### config.mk
export PLATFORM = sky130hd
export DESIGN_NAME = c_integer_literal_classifier
export DESIGN_NICKNAME = d
export VERILOG_FILES = /design/src/rtl/cilc_pkg.sv /design/src/rtl/cilc_front.sv /design/src/rtl/cilc_queue.sv /design/src/rtl/cilc_classify.sv /design/src/rtl/c_integer_literal_classifier.sv
export SDC_FILE = /design/constraint.sdc
export NUM_CORES = 1
export LEC_CHECK = 0
export ABC_CLOCK_PERIOD_IN_PS = 14500
export BUFFER_PORTS_ARGS = -buffer_cell sky130_fd_sc_hd__buf_2
export CORE_MARGIN = 1
export CORE_UTILIZATION = 60
export CTS_BUF_LIST = sky130_fd_sc_hd__clkbuf_4
export DETAILED_ROUTE_END_ITERATION = 16
export HOLD_SLACK_MARGIN = 0.05
export PLACE_DENSITY = 0.87
export SYNTH_ARGS = -nofsm -noshare
export SYNTH_HDL_FRONTEND = slang
export SYNTH_HIERARCHICAL = 1
export SYNTH_SLANG_ARGS = --single-unit
### constraint.sdc
create_clock -name clk_i -period 14.5 [get_ports clk_i]
set_clock_uncertainty 0.05 [all_clocks]
set_input_delay 1.45 -clock clk_i [delete_from_list [all_inputs] [get_ports clk_i]]
set_output_delay 1.45 -clock clk_i [all_outputs]
set_load 0.1 [all_outputs]
### src/rtl/cilc_pkg.sv
// Shared types and constants of the integer literal classifier.
package cilc_pkg;

  localparam int unsigned ValueBitsDef = 64;
  localparam int unsigned CfgW         = 7;
  localparam int unsigned CfgIdxW      = 2;
  localparam int unsigned BitsW        = 7;
  localparam int unsigned SuffixKeep   = 3;
  localparam int unsigned SuffixLenW   = 3;

  localparam logic [CfgW-1:0] IntWidthRst   = 7'd32;
  localparam logic [CfgW-1:0] LongWidthRst  = 7'd64;
  localparam logic [CfgW-1:0] LLongWidthRst = 7'd64;

  localparam logic [7:0] ChApos = 8'h27;
  localparam logic [7:0] ChDot  = 8'h2E;
  localparam logic [7:0] Ch0    = 8'h30;
  localparam logic [7:0] Ch9    = 8'h39;
  localparam logic [7:0] ChUpA  = 8'h41;
  localparam logic [7:0] ChUpB  = 8'h42;
  localparam logic [7:0] ChUpE  = 8'h45;
  localparam logic [7:0] ChUpF  = 8'h46;
  localparam logic [7:0] ChUpL  = 8'h4C;
  localparam logic [7:0] ChUpP  = 8'h50;
  localparam logic [7:0] ChUpU  = 8'h55;
  localparam logic [7:0] ChUpW  = 8'h57;
  localparam logic [7:0] ChUpX  = 8'h58;
  localparam logic [7:0] ChLowA = 8'h61;
  localparam logic [7:0] ChLowB = 8'h62;
  localparam logic [7:0] ChLowE = 8'h65;
  localparam logic [7:0] ChLowF = 8'h66;
  localparam logic [7:0] ChLowL = 8'h6C;
  localparam logic [7:0] ChLowP = 8'h70;
  localparam logic [7:0] ChLowU = 8'h75;
  localparam logic [7:0] ChLowW = 8'h77;
  localparam logic [7:0] ChLowX = 8'h78;

  typedef enum logic [1:0] {
    RX_DEC,
    RX_OCT,
    RX_HEX
  } radix_e;

  typedef enum logic [2:0] {
    ST_OK,
    ST_NO_DIGITS,
    ST_RANGE,
    ST_BAD_SUFFIX,
    ST_NO_TYPE,
    ST_FLOAT
  } status_e;

  typedef enum logic [1:0] {
    KIND_INT,
    KIND_LONG,
    KIND_LLONG,
    KIND_BITINT
  } kind_e;

  typedef enum logic [CfgIdxW-1:0] {
    CFG_INT_WIDTH,
    CFG_LONG_WIDTH,
    CFG_LLONG_WIDTH
  } cfg_idx_e;

  typedef struct packed {
    logic                    float_seen;
    logic                    digit_seen;
    logic                    overflow_seen;
    radix_e                  radix;
    logic [8*SuffixKeep-1:0] suffix_chars;
    logic [SuffixLenW-1:0]   suffix_len;
  } lit_rec_t;

  typedef struct packed {
    logic [CfgW-1:0] int_w;
    logic [CfgW-1:0] long_w;
    logic [CfgW-1:0] llong_w;
  } cfg_t;

endpackage

### src/rtl/cilc_front.sv
// Character scanner: radix detection, digit accumulation and suffix capture.
module cilc_front import cilc_pkg::*; #(
  parameter int unsigned VALUE_BITS = ValueBitsDef
) (
  input  logic                  clk_i,
  input  logic                  rst_ni,
  input  logic [7:0]            char_code_i,
  input  logic                  is_last_i,
  input  logic                  in_valid_i,
  output logic                  in_ready_o,
  output logic                  push_valid_o,
  input  logic                  push_ready_i,
  output logic [VALUE_BITS-1:0] push_value_o,
  output lit_rec_t              push_rec_o
);

  typedef enum logic [1:0] {
    PH_START,
    PH_ZERO,
    PH_DIGITS,
    PH_SUFFIX
  } phase_e;

  phase_e                  phase_q, phase_d;
  radix_e                  radix_q, radix_d;
  logic [VALUE_BITS-1:0]   acc_q, acc_d;
  logic                    ovf_q, ovf_d;
  logic                    dig_q, dig_d;
  logic                    flt_q, flt_d;
  logic [8*SuffixKeep-1:0] sfx_q, sfx_d;
  logic [SuffixLenW-1:0]   slen_q, slen_d;

  logic                  accept;
  logic                  body_en;
  logic [3:0]            dval;
  logic                  dvalid;
  logic                  dok;
  logic                  fmark;
  logic [VALUE_BITS+3:0] ext;
  logic [VALUE_BITS+3:0] prod;
  logic                  prod_ovf;

  assign in_ready_o   = push_ready_i;
  assign push_valid_o = in_valid_i && is_last_i;
  assign accept       = in_valid_i && in_ready_o;

  always_comb begin
    dval   = 4'd0;
    dvalid = 1'b0;
    if (char_code_i inside {[Ch0:Ch9]}) begin
      dval   = 4'(char_code_i - Ch0);
      dvalid = 1'b1;
    end else if (char_code_i inside {[ChLowA:ChLowF]}) begin
      dval   = 4'(char_code_i - ChLowA + 8'd10);
      dvalid = 1'b1;
    end else if (char_code_i inside {[ChUpA:ChUpF]}) begin
      dval   = 4'(char_code_i - ChUpA + 8'd10);
      dvalid = 1'b1;
    end
    case (radix_q)
      RX_HEX:  dok = dvalid;
      RX_OCT:  dok = dvalid && (dval < 4'd8);
      default: dok = dvalid && (dval < 4'd10);
    endcase
    fmark = (char_code_i == ChDot) || (char_code_i == ChLowP) || (char_code_i == ChUpP) ||
            ((radix_q != RX_HEX) && ((char_code_i == ChLowE) || (char_code_i == ChUpE)));
  end

  always_comb begin
    ext = {4'd0, acc_q};
    case (radix_q)
      RX_HEX:  prod = ext << 4;
      RX_OCT:  prod = ext << 3;
      default: prod = (ext << 3) + (ext << 1);
    endcase
    prod     = prod + {{VALUE_BITS{1'b0}}, dval};
    prod_ovf = |prod[VALUE_BITS+3:VALUE_BITS];
  end

  always_comb begin
    phase_d = phase_q;
    radix_d = radix_q;
    acc_d   = acc_q;
    ovf_d   = ovf_q;
    dig_d   = dig_q;
    flt_d   = flt_q;
    sfx_d   = sfx_q;
    slen_d  = slen_q;
    body_en = 1'b0;
    if (!flt_q) begin
      case (phase_q)
        PH_START: begin
          if (char_code_i == ChApos) begin
            phase_d = PH_DIGITS;
          end else if (char_code_i == Ch0) begin
            phase_d = PH_ZERO;
            radix_d = RX_OCT;
            dig_d   = 1'b1;
          end else begin
            phase_d = PH_DIGITS;
            body_en = 1'b1;
          end
        end
        PH_ZERO: begin
          if ((char_code_i == ChLowX) || (char_code_i == ChUpX)) begin
            radix_d = RX_HEX;
            dig_d   = 1'b0;
            phase_d = PH_DIGITS;
          end else begin
            phase_d = PH_DIGITS;
            body_en = (char_code_i != ChApos);
          end
        end
        default: body_en = (char_code_i != ChApos);
      endcase
    end
    if (body_en) begin
      if (fmark) begin
        flt_d = 1'b1;
      end else if ((phase_q != PH_SUFFIX) && dok) begin
        dig_d = 1'b1;
        if (!ovf_q) begin
          if (prod_ovf) begin
            ovf_d = 1'b1;
            acc_d = '0;
          end else begin
            acc_d = prod[VALUE_BITS-1:0];
          end
        end
      end else begin
        phase_d = PH_SUFFIX;
        if (slen_q < SuffixLenW'(SuffixKeep)) begin
          sfx_d[8*slen_q[1:0] +: 8] = char_code_i;
        end
        if (slen_q != '1) begin
          slen_d = slen_q + 1'b1;
        end
      end
    end
  end

  always_comb begin
    push_value_o               = acc_d;
    push_rec_o.float_seen      = flt_d;
    push_rec_o.digit_seen      = dig_d;
    push_rec_o.overflow_seen   = ovf_d;
    push_rec_o.radix           = radix_d;
    push_rec_o.suffix_chars    = sfx_d;
    push_rec_o.suffix_len      = slen_d;
  end

  always_ff @(posedge clk_i or negedge rst_ni) begin
    if (!rst_ni) begin
      phase_q <= PH_START;
      radix_q <= RX_DEC;
      acc_q   <= '0;
      ovf_q   <= 1'b0;
      dig_q   <= 1'b0;
      flt_q   <= 1'b0;
      sfx_q   <= '0;
      slen_q  <= '0;
    end else if (accept) begin
      if (is_last_i) begin
        phase_q <= PH_START;
        radix_q <= RX_DEC;
        acc_q   <= '0;
        ovf_q   <= 1'b0;
        dig_q   <= 1'b0;
        flt_q   <= 1'b0;
        sfx_q   <= '0;
        slen_q  <= '0;
      end else begin
        phase_q <= phase_d;
        radix_q <= radix_d;
        acc_q   <= acc_d;
        ovf_q   <= ovf_d;
        dig_q   <= dig_d;
        flt_q   <= flt_d;
        sfx_q   <= sfx_d;
        slen_q  <= slen_d;
      end
    end
  end

endmodule

### src/rtl/cilc_queue.sv
// Two-entry queue that carries scanned literals from the scanner to the classifier.
module cilc_queue import cilc_pkg::*; #(
  parameter int unsigned VALUE_BITS = ValueBitsDef
) (
  input  logic                  clk_i,
  input  logic                  rst_ni,
  input  logic                  push_valid_i,
  output logic                  push_ready_o,
  input  logic [VALUE_BITS-1:0] push_value_i,
  input  lit_rec_t              push_rec_i,
  output logic                  pop_valid_o,
  input  logic                  pop_ready_i,
  output logic [VALUE_BITS-1:0] pop_value_o,
  output lit_rec_t              pop_rec_o
);

  localparam int unsigned Depth = 2;
  localparam int unsigned PtrW  = $clog2(Depth);
  localparam int unsigned CntW  = $clog2(Depth + 1);

  logic [VALUE_BITS-1:0] value_q [Depth];
  lit_rec_t              rec_q   [Depth];
  logic [PtrW-1:0]       wr_ptr_q;
  logic [PtrW-1:0]       rd_ptr_q;
  logic [CntW-1:0]       count_q;
  logic                  push;
  logic                  pop;

  assign push_ready_o = (count_q != CntW'(Depth));
  assign pop_valid_o  = (count_q != '0);
  assign push         = push_valid_i && push_ready_o;
  assign pop          = pop_valid_o && pop_ready_i;
  assign pop_value_o  = value_q[rd_ptr_q];
  assign pop_rec_o    = rec_q[rd_ptr_q];

  always_ff @(posedge clk_i) begin
    if (push) begin
      value_q[wr_ptr_q] <= push_value_i;
      rec_q[wr_ptr_q]   <= push_rec_i;
    end
  end

  always_ff @(posedge clk_i or negedge rst_ni) begin
    if (!rst_ni) begin
      wr_ptr_q <= '0;
      rd_ptr_q <= '0;
      count_q  <= '0;
    end else begin
      if (push) begin
        wr_ptr_q <= wr_ptr_q + 1'b1;
      end
      if (pop) begin
        rd_ptr_q <= rd_ptr_q + 1'b1;
      end
      if (push && !pop) begin
        count_q <= count_q + 1'b1;
      end else if (pop && !push) begin
        count_q <= count_q - 1'b1;
      end
    end
  end

endmodule

### src/rtl/cilc_classify.sv
// Classifier: suffix decoding, bit length, type selection and result register.
module cilc_classify import cilc_pkg::*; #(
  parameter int unsigned VALUE_BITS = ValueBitsDef
) (
  input  logic                  clk_i,
  input  logic                  rst_ni,
  input  cfg_t                  cfg_i,
  input  logic                  pop_valid_i,
  output logic                  pop_ready_o,
  input  logic [VALUE_BITS-1:0] pop_value_i,
  input  lit_rec_t              pop_rec_i,
  output logic                  out_valid_o,
  input  logic                  out_ready_i,
  output logic [VALUE_BITS-1:0] literal_value_o,
  output logic [1:0]            type_kind_o,
  output logic                  is_unsigned_o,
  output logic [BitsW-1:0]      bitint_width_o,
  output logic [2:0]            status_o
);

  localparam int unsigned NumGroups = (VALUE_BITS + 7) / 8;
  localparam int unsigned PadW      = NumGroups * 8;

  typedef enum logic [2:0] {
    SFX_NONE,
    SFX_L,
    SFX_LL,
    SFX_WB,
    SFX_BAD
  } sfx_e;

  function automatic logic is_u(input logic [7:0] c);
    return (c == ChLowU) || (c == ChUpU);
  endfunction

  logic                  advance;
  logic [7:0]            s0, s1, s2, slast, ca, cb;
  logic [SuffixLenW-1:0] n, m;
  logic                  sfx_uns;
  logic                  sfx_skip;
  sfx_e                  sfx_kind;
  status_e               pre_status;
  logic [PadW-1:0]       vpad;
  logic [3:0]            glen [NumGroups];

  logic                  s1_valid_q;
  logic [VALUE_BITS-1:0] s1_value_q;
  status_e               s1_pre_q;
  sfx_e                  s1_sfx_q;
  logic                  s1_uns_q;
  logic                  s1_dec_q;
  logic [3:0]            s1_glen_q [NumGroups];

  logic [BitsW-1:0]      bits;
  logic [BitsW:0]        bits_p1;
  logic [CfgW-1:0]       widths [3];
  int unsigned           first_k;
  logic                  found;
  logic                  sgn_ok;
  logic                  uns_ok;
  status_e               res_status;
  kind_e                 res_kind;
  logic                  res_uns;
  logic [BitsW-1:0]      res_bw;
  logic [VALUE_BITS-1:0] res_value;

  logic                  out_valid_q;
  logic [VALUE_BITS-1:0] value_q;
  kind_e                 kind_q;
  logic                  uns_q;
  logic [BitsW-1:0]      bw_q;
  status_e               status_q;

  assign advance     = !out_valid_q || out_ready_i;
  assign pop_ready_o = advance;

  always_comb begin
    s0 = pop_rec_i.suffix_chars[7:0];
    s1 = pop_rec_i.suffix_chars[15:8];
    s2 = pop_rec_i.suffix_chars[23:16];
    n  = pop_rec_i.suffix_len;
    case (n)
      SuffixLenW'(1): slast = s0;
      SuffixLenW'(2): slast = s1;
      default:        slast = s2;
    endcase
    sfx_uns  = 1'b0;
    sfx_skip = 1'b0;
    m        = n;
    sfx_kind = SFX_BAD;
    if (n <= SuffixLenW'(SuffixKeep)) begin
      if ((n != '0) && is_u(s0)) begin
        sfx_uns  = 1'b1;
        sfx_skip = 1'b1;
        m        = n - 1'b1;
      end else if ((n != '0) && is_u(slast)) begin
        sfx_uns = 1'b1;
        m       = n - 1'b1;
      end
    end
    ca = sfx_skip ? s1 : s0;
    cb = sfx_skip ? s2 : s1;
    if (n <= SuffixLenW'(SuffixKeep)) begin
      case (m)
        SuffixLenW'(0): sfx_kind = SFX_NONE;
        SuffixLenW'(1): sfx_kind = ((ca == ChLowL) || (ca == ChUpL)) ? SFX_L : SFX_BAD;
        SuffixLenW'(2): begin
          if (((ca == ChLowL) && (cb == ChLowL)) || ((ca == ChUpL) && (cb == ChUpL))) begin
            sfx_kind = SFX_LL;
          end else if (((ca == ChLowW) && (cb == ChLowB)) ||
                       ((ca == ChUpW) && (cb == ChUpB))) begin
            sfx_kind = SFX_WB;
          end else begin
            sfx_kind = SFX_BAD;
          end
        end
        default: sfx_kind = SFX_BAD;
      endcase
    end
    if (pop_rec_i.float_seen) begin
      pre_status = ST_FLOAT;
    end else if (!pop_rec_i.digit_seen) begin
      pre_status = ST_NO_DIGITS;
    end else if (pop_rec_i.overflow_seen) begin
      pre_status = ST_RANGE;
    end else if (sfx_kind == SFX_BAD) begin
      pre_status = ST_BAD_SUFFIX;
    end else begin
      pre_status = ST_OK;
    end
  end

  always_comb begin
    vpad = PadW'(pop_value_i);
    for (int g = 0; g < NumGroups; g++) begin
      glen[g] = 4'd0;
      for (int b = 0; b < 8; b++) begin
        if (vpad[8*g + b]) begin
          glen[g] = 4'(b + 1);
        end
      end
    end
  end

  always_ff @(posedge clk_i) begin
    if (advance && pop_valid_i) begin
      s1_value_q <= pop_value_i;
      s1_pre_q   <= pre_status;
      s1_sfx_q   <= sfx_kind;
      s1_uns_q   <= sfx_uns;
      s1_dec_q   <= (pop_rec_i.radix == RX_DEC);
      s1_glen_q  <= glen;
    end
  end

  always_comb begin
    widths[0] = cfg_i.int_w;
    widths[1] = cfg_i.long_w;
    widths[2] = cfg_i.llong_w;
    bits = BitsW'(1);
    for (int g = 0; g < NumGroups; g++) begin
      if (s1_glen_q[g] != 4'd0) begin
        bits = BitsW'(g * 8) + BitsW'(s1_glen_q[g]);
      end
    end
    bits_p1 = {1'b0, bits} + 1'b1;
    case (s1_sfx_q)
      SFX_L:   first_k = 1;
      SFX_LL:  first_k = 2;
      default: first_k = 0;
    endcase
    sgn_ok     = !s1_uns_q;
    uns_ok     = s1_uns_q || !s1_dec_q;
    found      = 1'b0;
    res_status = s1_pre_q;
    res_kind   = KIND_INT;
    res_uns    = 1'b0;
    res_bw     = '0;
    res_value  = '0;
    if (s1_pre_q == ST_OK) begin
      if (s1_sfx_q == SFX_WB) begin
        res_kind  = KIND_BITINT;
        res_uns   = s1_uns_q;
        res_bw    = bits + BitsW'(!s1_uns_q);
        res_value = s1_value_q;
      end else begin
        for (int k = 0; k < 3; k++) begin
          if (!found && (k >= first_k)) begin
            if (sgn_ok && ({1'b0, widths[k]} >= bits_p1)) begin
              res_kind = kind_e'(2'(k));
              res_uns  = 1'b0;
              found    = 1'b1;
            end else if (uns_ok && (widths[k] >= bits)) begin
              res_kind = kind_e'(2'(k));
              res_uns  = 1'b1;
              found    = 1'b1;
            end
          end
        end
        if (found) begin
          res_value = s1_value_q;
        end else begin
          res_status = ST_NO_TYPE;
          res_kind   = KIND_INT;
          res_uns    = 1'b0;
        end
      end
    end
  end

  always_ff @(posedge clk_i) begin
    if (advance && s1_valid_q) begin
      value_q  <= res_value;
      kind_q   <= res_kind;
      uns_q    <= res_uns;
      bw_q     <= res_bw;
      status_q <= res_status;
    end
  end

  always_ff @(posedge clk_i or negedge rst_ni) begin
    if (!rst_ni) begin
      s1_valid_q  <= 1'b0;
      out_valid_q <= 1'b0;
    end else if (advance) begin
      s1_valid_q  <= pop_valid_i;
      out_valid_q <= s1_valid_q;
    end
  end

  assign out_valid_o     = out_valid_q;
  assign literal_value_o = value_q;
  assign type_kind_o     = kind_q;
  assign is_unsigned_o   = uns_q;
  assign bitint_width_o  = bw_q;
  assign status_o        = status_q;

endmodule

### src/rtl/c_integer_literal_classifier.sv
// Top level of the C integer literal classifier: configuration registers and wiring.
//
//   Channel   Signals                                  Direction
//   input     in_valid_i/in_ready_o, char_code_i,      in
//             is_last_i
//   output    out_valid_o/out_ready_i, literal_value_o, out
//             type_kind_o, is_unsigned_o,
//             bitint_width_o, status_o
//   config    cfg_we_i, cfg_index_i, cfg_data_i        in
//
// One character is taken per cycle while in_ready_o is high; the scanner registers its state.
// After the transfer of the last character, a result passes through the queue, the suffix
// and bit-length stage and the type selection stage before it leaves the output register.
// Reset is asynchronous and clears the scanner, queue and pipeline valid bits.
// A stall on the output backs up the classifier, then the two-entry queue, and
// only then drops in_ready_o.
module c_integer_literal_classifier import cilc_pkg::*; #(
  parameter int unsigned VALUE_BITS = ValueBitsDef
) (
  input  logic                  clk_i,
  input  logic                  rst_ni,
  input  logic                  in_valid_i,
  output logic                  in_ready_o,
  input  logic [7:0]            char_code_i,
  input  logic                  is_last_i,
  output logic                  out_valid_o,
  input  logic                  out_ready_i,
  output logic [VALUE_BITS-1:0] literal_value_o,
  output logic [1:0]            type_kind_o,
  output logic                  is_unsigned_o,
  output logic [BitsW-1:0]      bitint_width_o,
  output logic [2:0]            status_o,
  input  logic                  cfg_we_i,
  input  logic [CfgIdxW-1:0]    cfg_index_i,
  input  logic [CfgW-1:0]       cfg_data_i
);

  cfg_t                  cfg_q;
  logic                  push_valid;
  logic                  push_ready;
  logic [VALUE_BITS-1:0] push_value;
  lit_rec_t              push_rec;
  logic                  pop_valid;
  logic                  pop_ready;
  logic [VALUE_BITS-1:0] pop_value;
  lit_rec_t              pop_rec;

  always_ff @(posedge clk_i or negedge rst_ni) begin
    if (!rst_ni) begin
      cfg_q.int_w   <= IntWidthRst;
      cfg_q.long_w  <= LongWidthRst;
      cfg_q.llong_w <= LLongWidthRst;
    end else if (cfg_we_i) begin
      case (cfg_idx_e'(cfg_index_i))
        CFG_INT_WIDTH:   cfg_q.int_w   <= cfg_data_i;
        CFG_LONG_WIDTH:  cfg_q.long_w  <= cfg_data_i;
        CFG_LLONG_WIDTH: cfg_q.llong_w <= cfg_data_i;
        default: ;
      endcase
    end
  end

  cilc_front #(
    .VALUE_BITS(VALUE_BITS)
  ) u_front (
    .clk_i       (clk_i),
    .rst_ni      (rst_ni),
    .char_code_i (char_code_i),
    .is_last_i   (is_last_i),
    .in_valid_i  (in_valid_i),
    .in_ready_o  (in_ready_o),
    .push_valid_o(push_valid),
    .push_ready_i(push_ready),
    .push_value_o(push_value),
    .push_rec_o  (push_rec)
  );

  cilc_queue #(
    .VALUE_BITS(VALUE_BITS)
  ) u_queue (
    .clk_i       (clk_i),
    .rst_ni      (rst_ni),
    .push_valid_i(push_valid),
    .push_ready_o(push_ready),
    .push_value_i(push_value),
    .push_rec_i  (push_rec),
    .pop_valid_o (pop_valid),
    .pop_ready_i (pop_ready),
    .pop_value_o (pop_value),
    .pop_rec_o   (pop_rec)
  );

  cilc_classify #(
    .VALUE_BITS(VALUE_BITS)
  ) u_classify (
    .clk_i          (clk_i),
    .rst_ni         (rst_ni),
    .cfg_i          (cfg_q),
    .pop_valid_i    (pop_valid),
    .pop_ready_o    (pop_ready),
    .pop_value_i    (pop_value),
    .pop_rec_i      (pop_rec),
    .out_valid_o    (out_valid_o),
    .out_ready_i    (out_ready_i),
    .literal_value_o(literal_value_o),
    .type_kind_o    (type_kind_o),
    .is_unsigned_o  (is_unsigned_o),
    .bitint_width_o (bitint_width_o),
    .status_o       (status_o)
  );

endmodule

==> results.tsv <==
stage	metric	value	unit
detailed_routing	dr_total_vias	25700	
die	start_util	60.7	%
timing	timing.hold.ws	0.425	ns
job	drv_cap	0	
die	die-area	51600	µm²
synth	synth_seq_cells	498	
layout	drive_gt1_share	18.6	%
cts	cts_setup_buffers	0	
layout	area_growth	7.83	%
timing	grt_setup_unrepaired	false	
layout	stdcell_area	32800	µm²
placed_design	pre_cts_slack	6.75	ns
power_and_ir_drop	powerDensity	160	nW/µm²
placed_design	gp_congestion	0.981	
timing	fin_ws	7.41	ns
timing	slew_violations	0	
global_route	grt_pass1_wl	138	mm
die	num_rows	82	
critical_path	cp.required	15.21	ns
global_route	antenna_found_initial	4	
synth	synth_edf_count	373	
detailed_routing	routed_wl	90.5	mm
cts	cts_buffers	113	
synth	yosys_warnings	6	
die	die_h	227	µm
critical_path	timing.rr.end	u_front/acc_q[29]	
synth	synth_cell_types	115	
min_path	whs_path_depth	0	
detailed_routing	firstDrtPassIters	6	
cts	cts_root_buffer	clkbuf_4	
layout	multiInputGateArea	15100	µm²
placed_design	port_buffers	101	
timing	period_share	48.9	%
min_path	hold-path-endpoint	u_classify/status_o[1]	
die	ios	102	
cts	clk_pin_slew_worst_paths	0.07	ns
critical_path	crit_path_end_kind	flip-flop	
global_route	grt_pass1_vias	24100	
global_route	met2_usage	54.2	%
timing	tns	0	ns
die	placeableCoreArea	50100	µm²
timing	max-slew-margin-rel	21.1	%
cts	clockBufferDepth	3	
layout	regArea	14300	µm²
cts	postCtsResizedCells	0	
cts	insertion_delay	0.89	ns
cts	cts_hold_buf	0	
synth	synth_fp_nets	3101	
layout	final_util	65.5	%
layout	final_nets	3172	
cts	clock_sinks	498	
cts	cts_max_level	3	
critical_path	r2r_start	u_front/acc_q[2]	
synth	syn_area	30400	µm²
global_route	top_usage_layer	met2	
global_route	met3_usage	6.05	%
global_route	grt_max_degree	90	
detailed_routing	drt_iter0_drc	3375	
placed_design	hpwl	64.2	mm
timing	timing.fmax	141	MHz
detailed_routing	drc	0	
timing	hold_violations	0	
critical_path	worst_r2r_path_depth	16	
timing	setup_viol	0	
global_route	met1_usage	49.1	%
synth	synthCells	2951	
power_and_ir_drop	irDropWorstVdd	0.172	mV
synth	synthArstFlopShare	25.1	%
power_and_ir_drop	cellLeakagePower	12.2	nW
outcome	status	finished clean	
layout	fill_cells	3707	
critical_path	crit_arrival	7.80	ns
detailed_routing	ant_nets	0	
min_path	hold_class	flip-flop to flip-flop	
synth	synth-main-ff-cell	edfxtp_1	
timing	period_needed	7.09	ns
min_path	hp-start	u_classify/s1_pre_q[1]	
synth	syn_avg_cell_area	10.3	µm²
critical_path	cp_max_fo	35	
placed_design	place_area	31200	µm²
die	die_x	227	µm
detailed_routing	viasPerCell	6.76	
global_route	grt_overflow	0	
cts	cts_tree	yes	
critical_path	path_class	input pin to flip-flop	
critical_path	rrSetupSlack	7.49	ns
global_route	grt_usage	34.8	%
critical_path	worstSetupStartpointType	input pin	
detailed_routing	routedWlPerCell	23.8	µm
timing	worst_pin_slew	1.18	ns
synth	synth-seq-area-share	47.1	%
worst max-delay path by stage:
stage / from / endpoint / depth (start not counted)
3_3_place_gp: char_code_i[3] / u_queue/value_q[0][25] / 21
6_report: char_code_i[3] / u_front/acc_q[29] / 21
2_1_floorplan: u_front/radix_q[0] / u_queue/rec_q[0][29] / 29
5_1_grt: char_code_i[3] / u_front/acc_q[29] / 21
4_1_cts: char_code_i[3] / u_front/acc_q[29] / 21
3_5_place_dp: char_code_i[3] / u_queue/value_q[0][45] / 21
sequential cells by signal, summed over array words and instances (netlist names), 7 cells and up:
signal	count
u_classify/s1_glen_q	32
u_front/sfx_q	24
u_classify/s1_value_q	64
u_classify/literal_value_o	64
u_queue/value_q	128
u_classify/bitint_width_o	7
u_front/acc_q	64
u_queue/rec_q	64
cfg_q	21
metrics by stage:
step / cells / power (mW)
floorplan: 2951 / 3.65
global placement: 3579 / 3.98
detailed placement: 3579 / 4.05
global route: 3798 / 5.48
CTS: 3793 / 5.23
finish: 3800 / 5.26
report_power, final:
group | internal, mW | switching (mW)
sequential | 1.93 | 0.186
clock | 0.615 | 0.565
combinational | 0.496 | 1.47
placed cells by master, fill, tap and decap left out, drive strengths merged, types with 25 or more instances in the layout:
cell      n
nand2   411
edfxtp  373
a21oi   228
o21ai   224
nor2    220
clkbuf  171
mux2    126
ha      125
buf     124
dfrtp   122
inv      61
xnor2    58
o31ai    56
nand4    52
nor3     49
nand3    42
clkinv   37
xor2     35
a221oi   35
a22o     34
a211oi   27
and3     26
a22oi    25
o211ai   25
cell usage after synthesis, types with 12 or more instances:
cell / n / area (µm²)
o21ai_0: 185 / 926
or3_1: 14 / 87.6
o211ai_1: 24 / 180
a31oi_1: 24 / 150
nor2b_1: 17 / 106
clkbuf_1: 104 / 390
a221o_1: 15 / 150
nand4_1: 52 / 325
o31ai_1: 23 / 173
xor2_1: 35 / 307
o21ai_1: 39 / 195
o21a_1: 22 / 165
nand3_1: 42 / 210
a22oi_1: 25 / 188
buf_6: 14 / 158
buf_2: 27 / 135
a211oi_1: 24 / 180
inv_1: 59 / 221
dfrtp_1: 122 / 3050
nor3b_1: 17 / 128
a22o_1: 34 / 298
edfxtp_1: 373 / 11200
a21oi_1: 197 / 986
nand2b_1: 23 / 144
a21o_1: 22 / 165
xnor2_1: 57 / 499
o31ai_2: 33 / 413
ha_1: 125 / 1560
a21oi_2: 31 / 272
a32o_1: 19 / 190
a221oi_1: 35 / 307
buf_1: 12 / 45.0
and4_1: 13 / 114
nor2_1: 219 / 822
and3_1: 25 / 156
nor3_1: 46 / 230
nor4_1: 18 / 113
and2_1: 19 / 119
nand2_1: 411 / 1540
mux2_4: 31 / 465
mux2_2: 95 / 1070
per-layer routing:
layer	part of all wire, %	routed length, µm
met1	41	37300
met3	10	9120
met5	0	0
met4	3.1	2830
met2	46	41300
worst max-delay path, stage by stage:
cell and delay [ns]:
buf_2 0.15, or3b_2 0.49, nor4_1 0.65, nor2b_1 0.20, o21ai_0 0.08, o21ai_1 0.19
ha_1 0.22, a21o_1 0.09, a21oi_1 0.09, nor2_1 0.14, nand2_1 0.10, or3_1 0.41
or4_4 0.50, nor2_8 0.15, or4b_4 0.54, nor3_4 0.45, nand4_1 0.18, xor2_1 0.27
nand4_1 0.63, buf_4 0.49, o21ai_0 0.30
cells by family after synthesis:
group | count (synthesis) | share of synthesized area [%]
and+or+nand+nor | 994 | 16.0
AOI/OAI and AO/OA | 872 | 20.0
DFF | 498 | 47.1
buffers and inverters | 229 | 3.44
muxes | 138 | 5.49
adders and majority gates | 127 | 5.28
xor gates and xnor gates | 93 | 2.70
cell type report:
type                    instances  area share (%)
multi-input cells            2224            46.1
flip-flops and latches        498            43.7
clock buffers                 171            3.92
well taps                     672            2.56
repair buffers                124            2.08
clock inverters                43           0.893
inverters                      61           0.714
diodes                          7          0.0534
No activity file was read; power rests on OpenSTA's default activity.
